===== config.mk =====
export PLATFORM = sky130hd
export DESIGN_NAME = modbus_scan_bitwise_arbiter_top
export DESIGN_NICKNAME = d
export VERILOG_FILES = /design/src/msba_pkg.sv /design/src/modbus_scan_bitwise_arbiter_top.sv /design/src/msba_head.sv /design/src/msba_ctrl.sv
export SDC_FILE = /design/constraint.sdc
export NUM_CORES = 1
export LEC_CHECK = 0
export ABC_AREA = 1
export BUFFER_PORTS_ARGS = -buffer_cell sky130_fd_sc_hd__buf_2
export CORE_MARGIN = 2
export CORE_UTILIZATION = 35
export DETAILED_ROUTE_END_ITERATION = 7
export PLACE_DENSITY_LB_ADDON = 0.05
export SLEW_MARGIN = 5
export SYNTH_ARGS = -nofsm -noshare
export SYNTH_HDL_FRONTEND = slang
export SYNTH_SLANG_ARGS = --single-unit
export TNS_END_PERCENT = 1

===== constraint.sdc =====
create_clock -name clk -period 3.23 [get_ports clk]
set_clock_uncertainty 0.1 [all_clocks]
set_input_delay 0.646 -clock clk [delete_from_list [all_inputs] [get_ports clk]]
set_output_delay 0.646 -clock clk [all_outputs]
set_load 0.02 [all_outputs]

===== src/msba_pkg.sv =====
package msba_pkg;

	localparam int BUFFER_SIZE = 256;
	localparam int CNT_W = $clog2(BUFFER_SIZE + 1);
	localparam int HEAD_LEN = 5;

	typedef enum logic [2:0] {
		MODE_NORMAL     = 3'd0,
		MODE_BEGIN_WAIT = 3'd1,
		MODE_NEXT_WAIT  = 3'd2,
		MODE_RUN_ARB    = 3'd3,
		MODE_NEXT_ARB   = 3'd4
	} mode_t;

	localparam logic [1:0] REQ_BYTE = 2'd0;
	localparam logic [1:0] REQ_TIMER = 2'd1;
	localparam logic [1:0] REQ_TX_DONE = 2'd2;

	localparam logic [1:0] TMR_NONE = 2'd0;
	localparam logic [1:0] TMR_STOP = 2'd1;
	localparam logic [1:0] TMR_LOAD = 2'd3;

	localparam logic [2:0] PER_FRAME_GAP = 3'd0;
	localparam logic [2:0] PER_SCAN_WAIT = 3'd1;
	localparam logic [2:0] PER_WINDOW = 3'd2;
	localparam logic [2:0] PER_OLD_SCAN_WAIT = 3'd3;
	localparam logic [2:0] PER_OLD_WINDOW = 3'd4;

	localparam logic [1:0] REPLY_NONE = 2'd0;
	localparam logic [1:0] REPLY_SCAN = 2'd1;
	localparam logic [1:0] REPLY_END = 2'd2;

	localparam logic [1:0] RX_KEEP = 2'd0;
	localparam logic [1:0] RX_NORMAL = 2'd1;
	localparam logic [1:0] RX_ABORT = 2'd2;
	localparam logic [1:0] RX_ARB = 2'd3;

	localparam logic [1:0] KIND_NONE = 2'd0;
	localparam logic [1:0] KIND_BEGIN = 2'd1;
	localparam logic [1:0] KIND_NEXT = 2'd2;

	localparam logic CFG_SERIAL = 1'b0;
	localparam logic CFG_OLD_VARIANT = 1'b1;

	localparam logic [7:0] ADDR_BCAST = 8'hFD;
	localparam logic [7:0] FN_SCAN = 8'h46;
	localparam logic [7:0] FN_SCAN_OLD = 8'h60;
	localparam logic [7:0] SUB_BEGIN = 8'h01;
	localparam logic [7:0] SUB_NEXT = 8'h02;
	localparam logic [7:0] CRC_BEGIN_LO = 8'h13;
	localparam logic [7:0] CRC_BEGIN_HI = 8'h90;
	localparam logic [7:0] CRC_NEXT_LO = 8'h53;
	localparam logic [7:0] CRC_NEXT_HI = 8'h91;
	localparam logic [7:0] CRC_OLD_BEGIN_LO = 8'h09;
	localparam logic [7:0] CRC_OLD_BEGIN_HI = 8'hF0;
	localparam logic [7:0] CRC_OLD_NEXT_LO = 8'h49;
	localparam logic [7:0] CRC_OLD_NEXT_HI = 8'hF1;
	localparam logic [3:0] PRIO_UNSCANNED = 4'b0110;
	localparam logic [3:0] PRIO_SCANNED = 4'b1111;

	typedef struct packed {
		logic [1:0] req_type;
		logic [7:0] rx_data;
		logic       bus_busy;
	} in_t;

	typedef struct packed {
		logic [1:0] timer_cmd;
		logic [2:0] timer_period;
		logic       send_dominant;
		logic [1:0] reply_kind;
		logic       frame_ready;
		logic [8:0] frame_length;
		logic [1:0] receive_cmd;
		logic       overflow_error;
		logic [2:0] mode_now;
		logic [5:0] window_now;
		logic       lost_now;
	} out_t;

	typedef struct packed {
		logic [31:0] device_serial;
		logic        accept_old_variant;
	} cfg_t;

	typedef struct packed {
		logic [1:0] kind;
		logic       old_variant;
	} head_info_t;

	typedef struct packed {
		logic       we;
		logic [2:0] idx;
	} head_wr_t;

endpackage


===== src/modbus_scan_bitwise_arbiter_top.sv =====
// Scan arbitration engine for the slave side of an RS-485 bus.
// Input channel (in_valid / in_stall / in_data) carries one event per beat:
// a received byte, a timer expiry or a transmit-complete, with the bus-busy flag.
// Output channel (out_valid / out_stall / out_data) returns exactly one result
// beat per event: timer command, dominant send, reply request, frame handoff,
// receive control and the mode / window / lost status after the event.
// Configuration: cfg_we with cfg_index 0 writes the device serial, index 1 the
// old-variant enable; write only while no events are in flight.
// An accepted event passes the input register, then decision logic, then the
// result register.
// Throughput: one event per cycle while not stalled by out_stall; the decision
// is a single pass of logic over the held state and the head-byte store.
// Reset clears mode, byte count, window, lost flag and the arbitration word;
// the head-byte store is not cleared and is always written before it is used.
// When out_stall holds a waiting result, the result register holds, the input
// register keeps its event, and in_stall rises only once it is also full.
module modbus_scan_bitwise_arbiter_top import msba_pkg::*; (
	input  logic        clk,
	input  logic        arst_n,
	input  logic        in_valid,
	output logic        in_stall,
	input  in_t         in_data,
	output logic        out_valid,
	input  logic        out_stall,
	output out_t        out_data,
	input  logic        cfg_we,
	input  logic        cfg_index,
	input  logic [31:0] cfg_data
);

	cfg_t cfg_q;
	logic valid_s1;
	in_t  item_s1;
	logic out_valid_q;
	out_t out_data_q;
	out_t result;
	logic advance, step;

	assign advance = !out_valid_q || !out_stall;
	assign step = valid_s1 && advance;
	assign in_stall = valid_s1 && !advance;

	always_ff @(posedge clk or negedge arst_n) begin
		if (!arst_n) begin
			cfg_q <= '0;
		end else if (cfg_we) begin
			unique case (cfg_index)
				CFG_SERIAL:      cfg_q.device_serial <= cfg_data;
				CFG_OLD_VARIANT: cfg_q.accept_old_variant <= cfg_data[0];
				default: begin
				end
			endcase
		end
	end

	always_ff @(posedge clk or negedge arst_n) begin
		if (!arst_n) begin
			valid_s1 <= 1'b0;
		end else if (!in_stall) begin
			valid_s1 <= in_valid;
		end
	end

	always_ff @(posedge clk) begin
		if (!in_stall && in_valid) begin
			item_s1 <= in_data;
		end
	end

	msba_ctrl u_ctrl (
		.clk    (clk),
		.arst_n (arst_n),
		.step   (step),
		.item   (item_s1),
		.cfg    (cfg_q),
		.result (result)
	);

	always_ff @(posedge clk or negedge arst_n) begin
		if (!arst_n) begin
			out_valid_q <= 1'b0;
		end else if (advance) begin
			out_valid_q <= valid_s1;
		end
	end

	always_ff @(posedge clk) begin
		if (step) begin
			out_data_q <= result;
		end
	end

	assign out_valid = out_valid_q;
	assign out_data = out_data_q;

endmodule


===== src/msba_head.sv =====
module msba_head import msba_pkg::*; (
	input  logic       clk,
	input  head_wr_t   wr,
	input  logic [7:0] rx_data,
	input  logic       accept_old,
	output head_info_t info
);

	logic [7:0] head_q [HEAD_LEN];

	always_ff @(posedge clk) begin
		if (wr.we) begin
			head_q[wr.idx] <= rx_data;
		end
	end

	// classify assuming rx_data is the fifth byte of the frame
	logic is_new, is_old;
	always_comb begin
		info.kind = KIND_NONE;
		info.old_variant = 1'b0;
		is_new = head_q[1] == FN_SCAN;
		is_old = head_q[1] == FN_SCAN_OLD && accept_old;
		if (head_q[0] == ADDR_BCAST) begin
			if (head_q[2] == SUB_BEGIN) begin
				if (is_new && head_q[3] == CRC_BEGIN_LO && rx_data == CRC_BEGIN_HI) begin
					info.kind = KIND_BEGIN;
				end else if (is_old && head_q[3] == CRC_OLD_BEGIN_LO
						&& rx_data == CRC_OLD_BEGIN_HI) begin
					info.kind = KIND_BEGIN;
					info.old_variant = 1'b1;
				end
			end else if (head_q[2] == SUB_NEXT) begin
				if ((is_new && head_q[3] == CRC_NEXT_LO && rx_data == CRC_NEXT_HI)
						|| (is_old && head_q[3] == CRC_OLD_NEXT_LO
						&& rx_data == CRC_OLD_NEXT_HI)) begin
					info.kind = KIND_NEXT;
				end
			end
		end
	end

endmodule


===== src/msba_ctrl.sv =====
module msba_ctrl import msba_pkg::*; (
	input  logic clk,
	input  logic arst_n,
	input  logic step,
	input  in_t  item,
	input  cfg_t cfg,
	output out_t result
);

	mode_t             mode_q, mode_d;
	logic [CNT_W-1:0]  cnt_q, cnt_d;
	logic              oldv_q, oldv_d;
	logic              nscan_q, nscan_d;
	logic [5:0]        win_q, win_d;
	logic              lost_q, lost_d;
	logic [31:0]       word_q, word_d;

	head_wr_t   hwr;
	head_info_t hinfo;

	msba_head u_head (
		.clk        (clk),
		.wr         (hwr),
		.rx_data    (item.rx_data),
		.accept_old (cfg.accept_old_variant),
		.info       (hinfo)
	);

	logic [5:0] win_m1;
	logic       bit_cur, bit_prev, tick;
	logic [CNT_W-1:0] cnt_inc;

	always_comb begin
		mode_d = mode_q;
		cnt_d = cnt_q;
		oldv_d = oldv_q;
		nscan_d = nscan_q;
		win_d = win_q;
		lost_d = lost_q;
		word_d = word_q;
		hwr.we = 1'b0;
		hwr.idx = cnt_q[2:0];
		tick = 1'b0;
		cnt_inc = cnt_q + 1'b1;
		win_m1 = win_q - 6'd1;
		bit_cur = word_q[~win_q[4:0]];
		bit_prev = word_q[~win_m1[4:0]];
		result = '0;

		unique case (mode_q)
			MODE_NORMAL, MODE_BEGIN_WAIT, MODE_NEXT_WAIT, MODE_RUN_ARB, MODE_NEXT_ARB: begin
				priority case (item.req_type)
					REQ_BYTE: begin
						if (mode_q == MODE_NORMAL) begin
							if (cnt_q < CNT_W'(BUFFER_SIZE)) begin
								hwr.we = cnt_q < CNT_W'(HEAD_LEN);
								cnt_d = cnt_inc;
								result.timer_cmd = TMR_LOAD;
								result.timer_period = PER_FRAME_GAP;
								if (cnt_inc == CNT_W'(HEAD_LEN) && hinfo.kind != KIND_NONE) begin
									if (hinfo.kind == KIND_BEGIN) begin
										nscan_d = 1'b1;
										oldv_d = hinfo.old_variant;
										mode_d = MODE_BEGIN_WAIT;
									end else begin
										mode_d = MODE_NEXT_WAIT;
									end
									result.timer_period = oldv_d ? PER_OLD_SCAN_WAIT
										: PER_SCAN_WAIT;
									win_d = '0;
									lost_d = 1'b0;
									word_d = {nscan_d ? PRIO_UNSCANNED : PRIO_SCANNED,
										cfg.device_serial[27:0]};
								end
							end else begin
								result.timer_cmd = TMR_STOP;
								result.overflow_error = 1'b1;
								result.receive_cmd = RX_NORMAL;
								cnt_d = '0;
							end
						end else if (mode_q == MODE_RUN_ARB || mode_q == MODE_NEXT_ARB) begin
							// a byte in a recessive window means someone else won it
							if (win_q >= 6'd1 && win_q <= 6'd32 && !lost_q && bit_prev) begin
								lost_d = 1'b1;
							end
						end
					end
					REQ_TIMER: begin
						if (mode_q == MODE_NORMAL) begin
							if (cnt_q != '0) begin
								result.timer_cmd = TMR_STOP;
								result.frame_ready = 1'b1;
								result.frame_length = 9'(cnt_q);
								result.receive_cmd = RX_NORMAL;
								cnt_d = '0;
							end
						end else if (mode_q == MODE_BEGIN_WAIT || mode_q == MODE_NEXT_WAIT) begin
							result.timer_cmd = TMR_LOAD;
							result.timer_period = oldv_q ? PER_OLD_WINDOW : PER_WINDOW;
							mode_d = (mode_q == MODE_BEGIN_WAIT) ? MODE_RUN_ARB : MODE_NEXT_ARB;
							tick = 1'b1;
						end else begin
							tick = 1'b1;
						end
						if (tick) begin
							if (win_q == 6'd32) begin
								win_d = 6'd33;
							end else if (win_q >= 6'd33) begin
								result.timer_cmd = TMR_STOP;
								result.timer_period = PER_FRAME_GAP;
								mode_d = MODE_NORMAL;
								if (!lost_q) begin
									result.receive_cmd = RX_ABORT;
									if (nscan_q) begin
										nscan_d = 1'b0;
										result.reply_kind = REPLY_SCAN;
									end else begin
										result.reply_kind = REPLY_END;
									end
								end else begin
									result.receive_cmd = RX_NORMAL;
									cnt_d = '0;
								end
							end else begin
								result.send_dominant = !bit_cur && !item.bus_busy && !lost_q;
								win_d = win_q + 6'd1;
							end
						end
					end
					REQ_TX_DONE: begin
						if (mode_q == MODE_NORMAL) begin
							result.receive_cmd = RX_NORMAL;
							cnt_d = '0;
						end else if (mode_q == MODE_RUN_ARB || mode_q == MODE_NEXT_ARB) begin
							result.receive_cmd = RX_ARB;
						end
					end
					default: begin
					end
				endcase
			end
			default: begin
				mode_d = MODE_NORMAL;
				cnt_d = '0;
				result.receive_cmd = RX_NORMAL;
			end
		endcase

		result.mode_now = mode_d;
		result.window_now = win_d;
		result.lost_now = lost_d;
		hwr.we = hwr.we && step;
	end

	always_ff @(posedge clk or negedge arst_n) begin
		if (!arst_n) begin
			mode_q <= MODE_NORMAL;
			cnt_q <= '0;
			oldv_q <= 1'b0;
			nscan_q <= 1'b0;
			win_q <= '0;
			lost_q <= 1'b0;
			word_q <= '0;
		end else if (step) begin
			mode_q <= mode_d;
			cnt_q <= cnt_d;
			oldv_q <= oldv_d;
			nscan_q <= nscan_d;
			win_q <= win_d;
			lost_q <= lost_d;
			word_q <= word_d;
		end
	end

endmodule


=== Word-level counts from Yosys, hierarchy flattened ===
Memory sizes are Yosys's and may differ from the RTL's.
Index checks and enable logic that the tools add are counted.

* Memory bits (writable): 40
* Input port bits: 49
* Output and inout bits: 33
* Memories: 1
* Register bits after elaboration: 126
* Word-level logic and storage cells: 230

{| class="wikitable"
|+ Memory list
! memory !! depth !! width !! rd ports !! clocked after Yosys merged registers in !! wr ports !! RTL line !! RTL
|-
| u_ctrl.u_head.head_q || 5 || 8 || 4 || 0 || 1 || msba_head.sv:9 || <nowiki>logic [7:0] head_q [HEAD_LEN];</nowiki>
|}

* Magnitude comparators: 7
* Muxes and demuxes: 109
* Reduce and logical (&&, ||, !) cells: 46
* Equality and inequality tests: 32
* $add $sub $neg: 3
* Bitwise gates (word level): 7

{| class="wikitable"
|+ Operator list
! cell !! count
|-
| 9-bit 2-to-1 mux || 10
|-
| 3-bit 2-to-1 mux || 16
|-
| 1-bit 2-to-1 mux || 42
|-
| 6-bit 2-to-1 mux || 7
|-
| 8-bit == test, second input constant || 5
|-
| 2-bit 2-to-1 mux || 19
|-
| 8-bit by 7-bit == test with 1-bit output, second input constant || 4
|-
| 9-bit one-hot mux with 3 select lines || 1
|-
| 1-bit logical AND || 19
|-
| 8-bit 2-to-1 mux || 2
|-
| 5-bit 2-to-1 mux || 3
|-
| 5-bit by 6-bit < comparator with 1-bit output, second input constant || 2
|-
| 12-bit 2-to-1 mux || 1
|-
| 6-bit one-hot mux with 2 select lines || 1
|-
| 1-bit binary-select mux with 5-bit select || 2
|-
| 5-bit NOT || 2
|-
| 5-bit one-hot mux with 2 select lines || 1
|-
| 10-bit AND reduction || 1
|-
| 5-bit OR reduction || 2
|-
| 9-bit by 1-bit adder with 9-bit output, second input constant || 1
|-
| 9-bit by 3-bit == test with 1-bit output, second input constant || 1
|-
| 9-bit by 3-bit < comparator with 1-bit output, second input constant || 1
|-
| 9-bit < comparator, second input constant || 1
|-
| 9-bit nonzero test || 1
|-
| other kinds (34) || 59
|}

=== Depth between registers and ports, before layout ===
Gate-level depths: netlist (run 1).
An unclocked memory read counts as a cell.

* Word-level depth: 22
* Gate-level depth with buffers: 16
* Gate-level depth less buffers: 16

=== Cells and area by module ===
A second synthesis (run 1) with hierarchy kept.

* Cells, all modules: 955
* Area total of the unflattened synthesis: 8045.2 um^2

{| class="wikitable"
|+ Modules (own cells, without submodules)
! module !! area an instance (um^2) !! cells each !! instances !! seq. area each (um^2)
|-
| msba_ctrl || 3986.3 || 631 || 1 || 1276.2
|-
| modbus_scan_bitwise_arbiter_top || 2687.6 || 199 || 1 || 2137.0
|-
| msba_head || 1371.3 || 125 || 1 || 960.9
|}

=== Worst setup path before layout (run 1) ===
OpenSTA, ideal clock, no wires.

* Path type: input port to flip-flop
* Start point: input out_stall
* End point: register out_data_q (netlist bit out_data[0]) (enable)
* Buffers on the path: 2
* Stages on the path: 5
* Arrival: 2215 ps
* Required time: 2723 ps
* Library setup time: 407 ps
* Setup slack: 507 ps
* Path through: nand2_1 > nand2_1 > clkbuf_1 > inv_1 > clkbuf_1

* Word-level cells in the longest chain between the ends: 3

{| class="wikitable"
|+ RTL lines
! item !! RTL line !! RTL
|-
| start, declared || modbus_scan_bitwise_arbiter_top.sv:24 || <nowiki>input logic out_stall,</nowiki>
|-
| 1-bit zero test || modbus_scan_bitwise_arbiter_top.sv:39 || <nowiki>assign advance = !out_valid_q || !out_stall;</nowiki>
|-
| 1-bit logical OR || modbus_scan_bitwise_arbiter_top.sv:39 ||
|-
| 1-bit logical AND || modbus_scan_bitwise_arbiter_top.sv:40 || <nowiki>assign step = valid_s1 && advance;</nowiki>
|-
| via step || modbus_scan_bitwise_arbiter_top.sv:37 || <nowiki>logic advance, step;</nowiki>
|-
| end signal, assigned || modbus_scan_bitwise_arbiter_top.sv:89 || <nowiki>out_data_q <= result;</nowiki>
|-
| end, declared || modbus_scan_bitwise_arbiter_top.sv:35 || <nowiki>out_t out_data_q;</nowiki>
|}

The timed path passes the listed nets, and every way through them passes these cells.
A chain may end at the register's enable or synchronous reset.

==> out/results.md, run 1 <==
| Quantity | This run |
| --- | --- |
| Outcome | complete, no violations |
| Grt total ovfl | 0 |
| Worst EP arrival | 2.81 ns |
| Antenna violations before repair | 0 |
| Area grow syn2layout | 16.91% |
| Die Width | 154.5 µm |
| Post-cts resize count | 0 |
| Site Rows | 55 |
| Average wire length per cell after detail routing | 14.93 µm |
| Maximum operating frequency | 364.9 MHz |
| Share of layout cells above drive strength 1 | 21.61% |
| Post-layout minimum cycle time | 2.741 ns |
| Largest cells by area after synthesis | sky130_fd_sc_hd__edfxtp_1 28%, sky130_fd_sc_hd__dfrtp_1 26%, sky130_fd_sc_hd__nand2_1 8.2% |
| Post-route ant nets | 0 |
| GPL Wtd Cong | 0.8385 |
| Post-Syn Instances | 880 |
| Clock transition at the registers of the reported paths | 0.07 ns |
| Vias after detailed routing | 5922 |
| Aggregate negative setup slack | 0 ns |
| Category of the critical setup timing path | flop to flop |
| Hold slack | 0.1136 ns |
| Total power per unit cell area | 656.7 mW/mm² |
| Deepest clock path buffer count | 2 |
| Height of the chip | 154.5 µm |
| Most common cell in the synthesized netlist | sky130_fd_sc_hd__nand2_1 |
| Utilization of the core after routing | 41.34% |
| Period Utilization, post-route | 84.85% |
| Gr usage total | 16.31% |
| Number of CTS-inserted buffers | 17 |
| Relative max-transition margin | 57.67% |
| Unrepaired setup endpoints after global routing | no |
| Mean number of vias per cell | 4.678 |
| Post-Synthesis Cell Area | 0.007933 mm² |
| Mapped Avg Cell Area | 9.014 µm² |
| Maximum number of pins on one net before global-route repair | 49 |
| Number of synthesized register bits | 156 |
| Portion of synthesized cell area occupied by the leading cell type | 28.01% |
| Most used flip-flop cell after synthesis | sky130_fd_sc_hd__dfrtp_1 |
| Number of violations reported at the end of detailed-routing iteration 0 | 430 |
| Clock root cell | sky130_fd_sc_hd__clkbuf_16 |
| Port bufs | 77 |
| Async S/R FF share, synth | 52.56% |
| HP Class | primary input to async pin |
| Via count of the first global-routing pass | 5606 |
| Pins Over Slew Limit | 0 |
| Residual DRC count | 0 |
| Starting utilization of the core area | 35.36% |
| Routed WL | 18900 µm |
| Maximum capacitance violations | 0 |
| Warning count from the yosys run | 0 |
| Floorplan die area | 0.02388 mm² |
| Final total power | 0.006090 W |
| Slew at the pin closest to its max-slew limit | 0.6327 ns |
| Largest driver fanout on the critical path | 6 |
| # diodes | 0 |
| Cell depth of the worst flop-to-flop path | 13 |
| Synth unique cells | 46 |
| Kind of start point of the critical path | flop |
| Number of endpoints failing setup at the final stage | 0 |
| Setup slack, reg-to-reg | 0.49 ns |
| Wire length of the first global-routing pass | 30690 µm |
| Max VDD drop | 342.9 µV |
| Maximum level of the CTS H-tree | 4 |
| Final-stage net count | 1028 |
| Post-synth EDFFs | 74 |
| Worst skew pair latency | 0.43 ns |
| Register area share after synthesis | 53.88% |
| I/O Pins | 82 |
| Buffers inserted during post-CTS setup optimization | 0 |
| Area leader, netlist | sky130_fd_sc_hd__edfxtp_1 |
| Sinks on the clock net | 156 |
| Pre-antenna DRT Iters | 5 |
| Final number of hold-violating endpoints | 0 |
| Critical path capture point type | flop |
| Capture instance of the worst register-to-register path | out_data[7]$_DFFE_PP_ |
| Mapped Nets | 940 |
| Final-layout fill cell count | 2255 |
| Leak | 4.105 nW |
| Core ar. | 0.02243 mm² |
| HPWL after DPL | 13330 µm |
| CTS tree | yes |
| Commonest cells post-synth | 173 x sky130_fd_sc_hd__nand2_1, 122 x sky130_fd_sc_hd__inv_1, 83 x sky130_fd_sc_hd__nor2_1 |
| FF-to-FF Start | u_ctrl.cnt_q[1]$_DFFE_PN0P_ |
| # hold bufs at CTS | 0 |
| Required arrival time at the worst endpoint | 3.30 ns |
==> layout by cell type, fill, tap and decap left out, types with 9 or more instances in the layout <==
master                      instances
sky130_fd_sc_hd__nand2_1          173
sky130_fd_sc_hd__inv_1            121
sky130_fd_sc_hd__nor2_1            83
sky130_fd_sc_hd__dfrtp_1           82
sky130_fd_sc_hd__buf_2             76
sky130_fd_sc_hd__edfxtp_1          74
sky130_fd_sc_hd__nand3_1           56
sky130_fd_sc_hd__o21ai_0           46
sky130_fd_sc_hd__a21oi_1           43
sky130_fd_sc_hd__mux2_2            27
sky130_fd_sc_hd__o21ai_1           23
sky130_fd_sc_hd__clkbuf_16         19
sky130_fd_sc_hd__buf_4             18
sky130_fd_sc_hd__nand2_2           16
sky130_fd_sc_hd__inv_2             12
sky130_fd_sc_hd__ha_1              11
sky130_fd_sc_hd__o21ai_2            9
==> cell families (layout without fill, tap and decap cells) <==
family	count (synthesis)	after routing	share of synthesized area, %
compound gates	147	147	10.41
xor+xnor	4	4	0.4417
fa+ha+maj	11	11	1.735
buf+inv	163	264	8.549
flops	156	156	53.88
mux	28	28	3.959
simple gates	371	371	21.03
==> per-layer routing <==
metal	vias to the layer above	global-route usage (%)	part of all wire [%]
li1	3067	-	-
met1	2710	24.85	52
met2	129	23.70	43
met3	16	2.746	4.0
met4	0	4.894	1.3
met5	-	0	0
==> flip-flops by register name, summed over array words and instances, names as in the netlist, 3 cells and up <==
name                  count
cfg_q                    29
item_s1                  11
out_data                 31
u_ctrl.cnt_q              9
u_ctrl.mode_q             3
u_ctrl.u_head.head_q     32
u_ctrl.win_q              6
u_ctrl.word_q            30
==> report_power, final <==
| part | switching, W | internal, W | total [W] |
|---|---|---|---|
| combinational | 0.00113 | 0.000531 | 0.00166 |
| clock | 0.000853 | 0.00112 | 0.00198 |
| sequential | 0.000148 | 0.00231 | 0.00245 |
==> critical path, stage by stage (launching register included) <==
cell,delay [ns]
sky130_fd_sc_hd__dfrtp_1,0.48
sky130_fd_sc_hd__ha_1,0.25
sky130_fd_sc_hd__nand2_2,0.11
sky130_fd_sc_hd__nor4_1,0.27
sky130_fd_sc_hd__ha_1,0.20
sky130_fd_sc_hd__nand2_1,0.06
sky130_fd_sc_hd__nor2_1,0.09
sky130_fd_sc_hd__nand3_1,0.07
sky130_fd_sc_hd__nor2_1,0.09
sky130_fd_sc_hd__nand2_1,0.06
sky130_fd_sc_hd__nor2_1,0.22
sky130_fd_sc_hd__nand4_1,0.21
sky130_fd_sc_hd__nand3_1,0.16
sky130_fd_sc_hd__a21boi_0,0.09
==> cell type report <==
cell class                      count  area, µm²  area share (%)
Tap cell                          285      356.6           3.845
Timing Repair Buffer               97      575.6           6.206
Clock inverter                     10      73.82          0.7960
Inverter                          135      506.7           5.464
Multi-Input combinational cell    561       2980           32.14
Sequential cell                   156       4274           46.09
Clock buffer                       22      506.7           5.464
==> how the worst max path moves through the flow <==
| stage | start | end | slack (ns) | cells after the start |
|---|---|---|---|---|
| finish | u_ctrl.cnt_q[1]$_DFFE_PN0P_ | out_data[7]$_DFFE_PP_ | 0.49 | 13 |
| global route | u_ctrl.cnt_q[1]$_DFFE_PN0P_ | u_ctrl.nscan_q$_DFFE_PN0P_ | 0.21 | 15 |
| CTS | u_ctrl.cnt_q[1]$_DFFE_PN0P_ | u_ctrl.word_q[13]$_DFFE_PN0P_ | 0.45 | 11 |
| detailed placement | u_ctrl.cnt_q[1]$_DFFE_PN0P_ | u_ctrl.word_q[11]$_DFFE_PN0P_ | 0.47 | 11 |
| global placement | u_ctrl.cnt_q[1]$_DFFE_PN0P_ | u_ctrl.word_q[7]$_DFFE_PN0P_ | 0.51 | 11 |
| floorplan | out_stall | out_data[0]$_DFFE_PP_ | 0.51 | 5 |
==> metrics by stage <==
| stage | area (µm²) | setup slack (ns) | instances |
|---|---|---|---|
| 2_1_floorplan | 7933 | 0.5074 | 880 |
| 3_3_place_gp | 8693 | 0.5058 | 1234 |
| 3_5_place_dp | 8693 | 0.4740 | 1234 |
| 4_1_cts | 9274 | 0.4483 | 1266 |
| 5_1_grt | 9274 | 0.2111 | 1266 |
| 6_report | 9274 | 0.4892 | 1266 |
No activity file was read; power rests on OpenSTA's default activity.
==> run 2, diff against run 1 <==
==> constraint.sdc (replaced) <==
create_clock -name clk -period 2.2 [get_ports clk]
set_clock_uncertainty 0.1 [all_clocks]
set_input_delay 0.44 -clock clk [delete_from_list [all_inputs] [get_ports clk]]
set_output_delay 0.44 -clock clk [all_outputs]
set_load 0.02 [all_outputs]
==> run 2 against run 1 <==
The run now ends with negative setup slack left. Utilization rose by 3.4 points. Register-to-register slack got worse by 0.57 ns. Combinational power is 80% higher. Worst hold slack lost 0.027 ns. Critical path depth rose by 1. Via count grew 5.0%. Highest routed layer unchanged.
==> out/results.md, run 2 (same netlist as run 1, synthesis figures left out) <==
| Quantity | This run |
| --- | --- |
| Crit-path max cell delay | 0.39 ns |
| Setup slack, reg-to-reg | -0.08 ns |
| Final number of hold-violating endpoints | 0 |
| Sequential cell area | 0.004274 mm² |
| I/O Pins | 82 |
| Largest driver fanout on the critical path | 3 |
| Total power per unit cell area | 935.7 mW/mm² |
| # diodes | 0 |
| Final-stage net count | 1105 |
| Post-layout minimum cycle time | 2.284 ns |
| Clock share of power | 30.4% |
| Sequential share of power | 37.8% |
| Cell depth of the worst flop-to-flop path | 14 |
| Antenna violations before repair | 0 |
| Wire length of the first global-routing pass | 31650 µm |
| Slew at the pin closest to its max-slew limit | 0.4103 ns |
| Port bufs | 77 |
| Most Used Layer, Global Route | met1 |
| Max stage delay cell, worst path | sky130_fd_sc_hd__dfrtp_1 |
| Residual DRC count | 0 |
| Vias after detailed routing | 6218 |
| Number of stages on the worst hold path | 1 |
| Max FFs per register | 32 |
| Commonest non-fill, non-tap cell in the layout | sky130_fd_sc_hd__nand2_1 |
| Capture endpoint of the worst hold path | item_s1[8]$_DFFE_PP_ |
| Number of endpoints failing setup at the final stage | 32 |
| Grt total ovfl | 0 |
| Most Frequent Cell on Critical Path | sky130_fd_sc_hd__nand2_1 |
| Maximum operating frequency | 437.9 MHz |
| Starting utilization of the core area | 35.36% |
| Post-route ant nets | 0 |
| Register ranked first by flip-flop count | u_ctrl.u_head.head_q |
| Worst skew pair latency | 0.43 ns |
| CTS tree | yes |
| Cell internal pwr | 0.006134 W |
| Worst EP arrival | 2.45 ns |
| Site Rows | 55 |
| HPWL after DPL | 14320 µm |
| Relative max-transition margin | 72.65% |
| Unrepaired setup endpoints after global routing | yes |
| Switching power share of the total | 34.68% |
| Met2 layer usage reported by global route | 24.81% |
| Failing checks | negative setup slack |
| Share of layout cells above drive strength 1 | 30.53% |
| Core ar. | 0.02243 mm² |
| Clock root cell | sky130_fd_sc_hd__clkbuf_16 |
| Via count of the first global-routing pass | 5996 |
| Outcome | finished with violations |
| Area after detailed placement | 0.009296 mm² |
| Mean number of vias per cell | 4.630 |
| Final-layout fill cell count | 2203 |
| Least setup slack across all paths after layout | -0.08358 ns |
| Gr usage total | 16.87% |
| Floorplan die area | 0.02388 mm² |
| Period Utilization, post-route | 103.8% |
| GPL Wtd Cong | 0.8489 |
| Leak | 4.554 nW |
| FF-to-FF Start | u_ctrl.cnt_q[1]$_DFFE_PN0P_ |
| Maximum capacitance violations | 0 |
| Global-route met1 utilization | 25.52% |
| Area grow syn2layout | 26.53% |
| Pins Over Slew Limit | 0 |
| Deepest clock path buffer count | 2 |
| Final total power | 0.009391 W |
| Sinks on the clock net | 156 |
| Die Width | 154.5 µm |
| Critical path cell sequence | ha_2, nand2_4, nor4_4, ha_1, nand2_1, nor2_1, nand3_1, nor2_1, nand2_1, nor2_4, nand4_1, nand2_1, nand2_1, a21boi_1 |
| Hold Startpoint | in_data[8] |
| Kind of start point of the critical path | flop |
| Required arrival time at the worst endpoint | 2.36 ns |
| Average wire length per cell after detail routing | 14.31 µm |
| Met3 track utilization from global routing | 2.746% |
| Critical path capture point type | flop |
| Final standard cell area without fillers | 0.01004 mm² |
| Leading cell types in the layout, fill and taps excluded | 169 x sky130_fd_sc_hd__nand2_1, 120 x sky130_fd_sc_hd__inv_1, 91 x sky130_fd_sc_hd__buf_4 |
| Switching Power | 0.003257 W |
| Combined area of the multi-input logic cells | 0.003164 mm² |
| Capture instance of the worst register-to-register path | out_data[8]$_DFFE_PP_ |
| Height of the chip | 154.5 µm |
| Number of violations reported at the end of detailed-routing iteration 0 | 272 |
| Category of the critical setup timing path | flop to flop |
| Clock transition at the registers of the reported paths | 0.07 ns |
| Routed WL | 19220 µm |
| Combinational group share of total power | 31.9% |
| Pre-antenna DRT Iters | 4 |
| HP Class | primary input to flop |
| Number of CTS-inserted buffers | 17 |
| Maximum number of pins on one net before global-route repair | 49 |
| Max VDD drop | 463.8 µV |
| Maximum level of the CTS H-tree | 4 |
run 2: cell types whose count changed in the layout (fill, tap and decap cells not counted), sizes merged:
cell / delta
buf: +76
inv: +3
clkbuf: -2
clkinv: -2
bufinv: +1
dlygate4sd3: +1
run 2: layer usage:
metal | vias up | part of all wire, %
li1 | 3218 | -
met1 | 2885 | 53
met2 | 97 | 43
met3 | 18 | 3.1
met4 | 0 | 1.2
met5 | - | 0
run 2: layout make-up:
| class | count | share of cell area [%] |
|---|---|---|
| clock buffers | 20 | 4.450 |
| flip-flops and latches | 156 | 42.58 |
| inverters | 135 | 5.049 |
| well taps | 285 | 3.553 |
| repair buffers | 174 | 11.72 |
| clock inverters | 12 | 1.122 |
| multi-input cells | 561 | 31.53 |
run 2: what timing repair did:
item / in CTS / in global routing
hold buffers: 1 / 0
pin swaps: 3 / 10
setup buffers: 0 / 0
endpoints found under the hold margin: 27 / 0
endpoints found under the setup margin: 56 / 102
gates resized for setup: 22 / 24
run 2: power by group through the flow:
stage / Clock (W) / Sequential, W / Combinational (W)
after global routing: 0.00306 / 0.00358 / 0.00334
after detailed placement: 0 / 0.00359 / 0.00287
final: 0.00285 / 0.00355 / 0.00299
after global placement: 0 / 0.00359 / 0.00288
after floorplan: 0 / 0.00371 / 0.00162
after CTS: 0.00293 / 0.00355 / 0.00292
run 2: worst max path at each step:
stage	startpoint	endpoint	slack, ns	cells past startpoint
global route	u_ctrl.cnt_q[1]$_DFFE_PN0P_	out_data[8]$_DFFE_PP_	-0.27	14
detailed placement	u_ctrl.cnt_q[1]$_DFFE_PN0P_	out_data[8]$_DFFE_PP_	-0.21	14
global placement	u_ctrl.cnt_q[0]$_DFFE_PN0P_	out_data[7]$_DFFE_PP_	-0.18	13
finish	u_ctrl.cnt_q[1]$_DFFE_PN0P_	out_data[8]$_DFFE_PP_	-0.08	14
CTS	u_ctrl.cnt_q[1]$_DFFE_PN0P_	u_ctrl.word_q[5]$_DFFE_PN0P_	-0.07	12
floorplan	u_ctrl.win_q[0]$_DFFE_PN0P_	out_data[11]$_SDFFCE_PP1P_	-0.25	12
run 2: stage by stage:
stage          setup TNS [ns]  utilization [%]  worst slack (ns)  hold WS [ns]  instances
2_1_floorplan          -9.944                -           -0.2469       0.04441        880
3_3_place_gp           -3.565            41.44           -0.1845        0.2992       1310
3_5_place_dp           -5.887            41.44           -0.2061        0.2988       1310
4_1_cts                -1.826            44.35          -0.07083       0.06730       1343
5_1_grt                -10.31            44.74           -0.2744       0.06839       1343
6_report               -1.246            44.74          -0.08358       0.08703       1343
run 2: worst max-delay path, delay by kind of cell, from the launching register on:
| family | cells | cell delay, ns |
|---|---|---|
| adders and majority gates | 2 | 0.50 |
| DFF | 1 | 0.39 |
| AOI/OAI and AO/OA | 1 | 0.17 |
| and+or+nand+nor | 11 | 0.96 |
==> run 3, diff against run 2 <==
--- a/config.mk
+++ b/config.mk
@@ -5,10 +5,11 @@
 export SDC_FILE = /design/constraint.sdc
 export NUM_CORES = 1
 export LEC_CHECK = 0
-export ABC_AREA = 1
+export ABC_AREA = 0
 export BUFFER_PORTS_ARGS = -buffer_cell sky130_fd_sc_hd__buf_2
 export CORE_MARGIN = 2
 export CORE_UTILIZATION = 35
+export CTS_BUF_LIST = sky130_fd_sc_hd__clkbuf_8
 export DETAILED_ROUTE_END_ITERATION = 7
 export PLACE_DENSITY_LB_ADDON = 0.05
 export SLEW_MARGIN = 5
==> run 3 against run 2 <==
The run still ends with negative setup slack left. Worst setup slack got worse by 0.45 ns. Wire length decreased by 7.9%. Sequential power decreased by 5.6%. Flip-flop and latch count unchanged. Highest routed layer unchanged.
==> out/results.md, run 3 <==
| Quantity | This run |
| --- | --- |
| Failing checks | negative setup slack |
| Port bufs | 77 |
| Met3 track utilization from global routing | 3.804% |
| Total power per unit cell area | 691.7 mW/mm² |
| Relative max-transition margin | 68.26% |
| Combined area of the multi-input logic cells | 0.003010 mm² |
| Max stage delay cell, worst path | sky130_fd_sc_hd__dfrtp_1 |
| Worst skew pair latency | 0.46 ns |
| Category of the critical setup timing path | flop to flop |
| Critical path capture point type | flop |
| HPWL after DPL | 13140 µm |
| Number of CTS-inserted buffers | 17 |
| Clock root cell | sky130_fd_sc_hd__clkbuf_8 |
| Post-Syn Instances | 562 |
| Period Utilization, post-route | 124.3% |
| Most Used Layer, Global Route | met2 |
| Commonest non-fill, non-tap cell in the layout | sky130_fd_sc_hd__buf_4 |
| Commonest cells post-synth | 82 x sky130_fd_sc_hd__dfrtp_1, 74 x sky130_fd_sc_hd__edfxtp_1, 34 x sky130_fd_sc_hd__mux2_2 |
| Maximum level of the CTS H-tree | 4 |
| Wire length of the first global-routing pass | 28840 µm |
| Pre-antenna DRT Iters | 5 |
| Maximum number of pins on one net before global-route repair | 39 |
| Maximum operating frequency | 365.7 MHz |
| Final number of hold-violating endpoints | 0 |
| Crit-path max cell delay | 0.40 ns |
| Post-Synthesis Cell Area | 0.007313 mm² |
| Mean number of vias per cell | 5.091 |
| Grt total ovfl | 0 |
| Family of cells with the greatest summed delay on the critical path | simple AND/OR/NAND/NOR gates |
| Clock transition at the registers of the reported paths | 0.10 ns |
| Routed WL | 17700 µm |
| Final total power | 0.006399 W |
| Most used flip-flop cell after synthesis | sky130_fd_sc_hd__dfrtp_1 |
| Number of synthesized register bits | 156 |
| Most common cell in the synthesized netlist | sky130_fd_sc_hd__dfrtp_1 |
| Site Rows | 52 |
| Warning count from the yosys run | 0 |
| Cell depth of the worst flop-to-flop path | 12 |
| Average wire length per cell after detail routing | 17.37 µm |
| Utilization of the core after routing | 45.42% |
| Mapped Nets | 622 |
| Height of the chip | 148.6 µm |
| Gr usage total | 16.92% |
| Slew at the pin closest to its max-slew limit | 0.4761 ns |
| Leak | 3.939 nW |
| Share of layout cells above drive strength 1 | 39.84% |
| Mapped Avg Cell Area | 13.01 µm² |
| Final-stage net count | 795 |
| Deepest clock path buffer count | 2 |
| GPL Wtd Cong | 0.8583 |
| CTS tree | yes |
| Number of cells on the critical path | 12 |
| Synth unique cells | 60 |
| Post-route ant nets | 0 |
| HP Class | primary input to flop |
| Starting utilization of the core area | 35.91% |
| Number of endpoints failing setup at the final stage | 93 |
| Final-layout fill cell count | 1883 |
| Least setup slack across all paths after layout | -0.5343 ns |
| Residual DRC count | 0 |
| Critical path cell sequence | ha_2, nand3_2, nor2_2, and3_4, ha_4, nand2_4, nor3_2, o21ai_1, or2_1, nor4_4, buf_12, mux2_1 |
| Maximum capacitance violations | 0 |
| Largest cells by area after synthesis | sky130_fd_sc_hd__edfxtp_1 30%, sky130_fd_sc_hd__dfrtp_1 28%, sky130_fd_sc_hd__mux2_2 5.2% |
| Pins Over Slew Limit | 0 |
| Buffers inserted during post-CTS setup optimization | 0 |
| Outcome | finished with violations |
| Unrepaired setup endpoints after global routing | yes |
| Required arrival time at the worst endpoint | 2.44 ns |
| I/O Pins | 82 |
| Portion of synthesized cell area occupied by the leading cell type | 30.38% |
| Number of violations reported at the end of detailed-routing iteration 0 | 260 |
| Hold slack | 0.05100 ns |
| Register area share after synthesis | 58.44% |
| Kind of start point of the critical path | flop |
| Leading cell types in the layout, fill and taps excluded | 100 x sky130_fd_sc_hd__buf_4, 82 x sky130_fd_sc_hd__dfrtp_1, 76 x sky130_fd_sc_hd__buf_2 |
| Area leader, netlist | sky130_fd_sc_hd__edfxtp_1 |
| Area grow syn2layout | 26.48% |
| Antenna violations before repair | 1 |
| Register ranked first by flip-flop count | u_ctrl.u_head.head_q |
| Aggregate negative setup slack | -26.05 ns |
| Core ar. | 0.02036 mm² |
| Max VDD drop | 336.2 µV |
| Floorplan die area | 0.02207 mm² |
| Bufs and invs on worst path | 1 |
| Post-synth EDFFs | 74 |
| Via count of the first global-routing pass | 5373 |
| Async S/R FF share, synth | 52.56% |
| Met2 layer usage reported by global route | 26.20% |
| Sinks on the clock net | 156 |
| Post-layout minimum cycle time | 2.734 ns |
| Global-route met1 utilization | 23.71% |
| Die Width | 148.6 µm |
| Vias after detailed routing | 5188 |
| Max FFs per register | 32 |
| Largest driver fanout on the critical path | 31 |
| Number of stages on the worst hold path | 1 |
| Worst EP arrival | 2.97 ns |
| Sequential cell area | 0.004274 mm² |
==> run 3: cell types whose count changed in the layout (fill, tap and decap cells not counted), moves of 28 or more <==
| cell | delta |
|---|---|
| sky130_fd_sc_hd__nand2_1 | -139 |
| sky130_fd_sc_hd__inv_1 | -104 |
| sky130_fd_sc_hd__nor2_1 | -59 |
| sky130_fd_sc_hd__nand3_1 | -40 |
| sky130_fd_sc_hd__o21ai_0 | -32 |
| sky130_fd_sc_hd__mux2_1 | +28 |
==> run 3: repair_timing <==
| action | 4_1_cts | 5_1_grt |
|---|---|---|
| gates cloned | 0 | 0 |
| pin swaps | 7 | 2 |
| setup endpoints to repair | 99 | 98 |
| resized for setup | 21 | 21 |
| hold buffers | 1 | 0 |
| hold endpoints to repair | 18 | 0 |
==> run 3: metal layers <==
layer	wire length (µm)	share of wire (%)	vias up
met4	206	1.2	0
met5	0	0	-
li1	-	-	2479
met2	8077	46	117
met1	8648	49	2577
met3	770	4.3	15
==> run 3: final timing paths <==
path	from	to	slack, ns
min in group asynchronous	arst_n	valid_s1$_DFFE_PN0N_	0.31
hold / removal	in_data[8]	item_s1[8]$_DFFE_PP_	0.05
setup / recovery	u_ctrl.cnt_q[0]$_DFFE_PN0P_	u_ctrl.word_q[8]$_DFFE_PN0P_	-0.53
setup reg to reg	u_ctrl.cnt_q[0]$_DFFE_PN0P_	u_ctrl.word_q[8]$_DFFE_PN0P_	-0.53
max in group asynchronous	arst_n	u_ctrl.nscan_q$_DFFE_PN0P_	0.95
hold reg to reg	cfg_q[24]$_DFFE_PN0P_	u_ctrl.word_q[23]$_DFFE_PN0P_	0.39
==> run 3: per-stage QoR <==
| stage | cell area [µm²] | worst slack, ns | instances |
|---|---|---|---|
| 2_1_floorplan | 7340 | -0.5055 | 562 |
| 3_3_place_gp | 8715 | -0.6495 | 985 |
| 3_5_place_dp | 8715 | -0.7107 | 985 |
| 4_1_cts | 9176 | -0.5908 | 1018 |
| 5_1_grt | 9248 | -0.6964 | 1018 |
| 6_report | 9250 | -0.5343 | 1019 |
==> run 3: area by class of cell <==
cell class	count	share of cell area, %
flip-flops and latches	156	46.21
multi-input cells	364	32.54
repair buffers	181	12.92
well taps	270	3.652
clock buffers	17	2.529
clock inverters	15	1.501
inverters	15	0.6222
diodes	1	0.02705
==> run 3: worst reg2reg max path, stage by stage, from the launching register on <==
cell,delay [ns]
sky130_fd_sc_hd__dfrtp_1,0.40
sky130_fd_sc_hd__ha_2,0.20
sky130_fd_sc_hd__nand3_2,0.08
sky130_fd_sc_hd__nor2_2,0.04
sky130_fd_sc_hd__and3_4,0.18
sky130_fd_sc_hd__ha_4,0.27
sky130_fd_sc_hd__nand2_4,0.05
sky130_fd_sc_hd__nor3_2,0.10
sky130_fd_sc_hd__o21ai_1,0.10
sky130_fd_sc_hd__or2_1,0.27
sky130_fd_sc_hd__nor4_4,0.21
sky130_fd_sc_hd__buf_12,0.24
sky130_fd_sc_hd__mux2_1,0.36
==> run 3: logic make-up after synthesis <==
kind of cell / count (synthesis) / synth area share, %
DFF: 156 / 58.44
adders and majority gates: 11 / 1.882
and+or+nand+nor: 169 / 12.90
AOI/OAI and AO/OA: 88 / 7.443
xor gates and xnor gates: 8 / 0.9581
buffers and inverters: 42 / 2.532
muxes: 88 / 15.84
==> run 3: power breakdown <==
part	total [W]	internal (W)	switching (W)
clock network	0.00206	0.000913	0.00114
logic	0.000996	0.000455	0.000541
registers	0.00335	0.00326	0.0000881
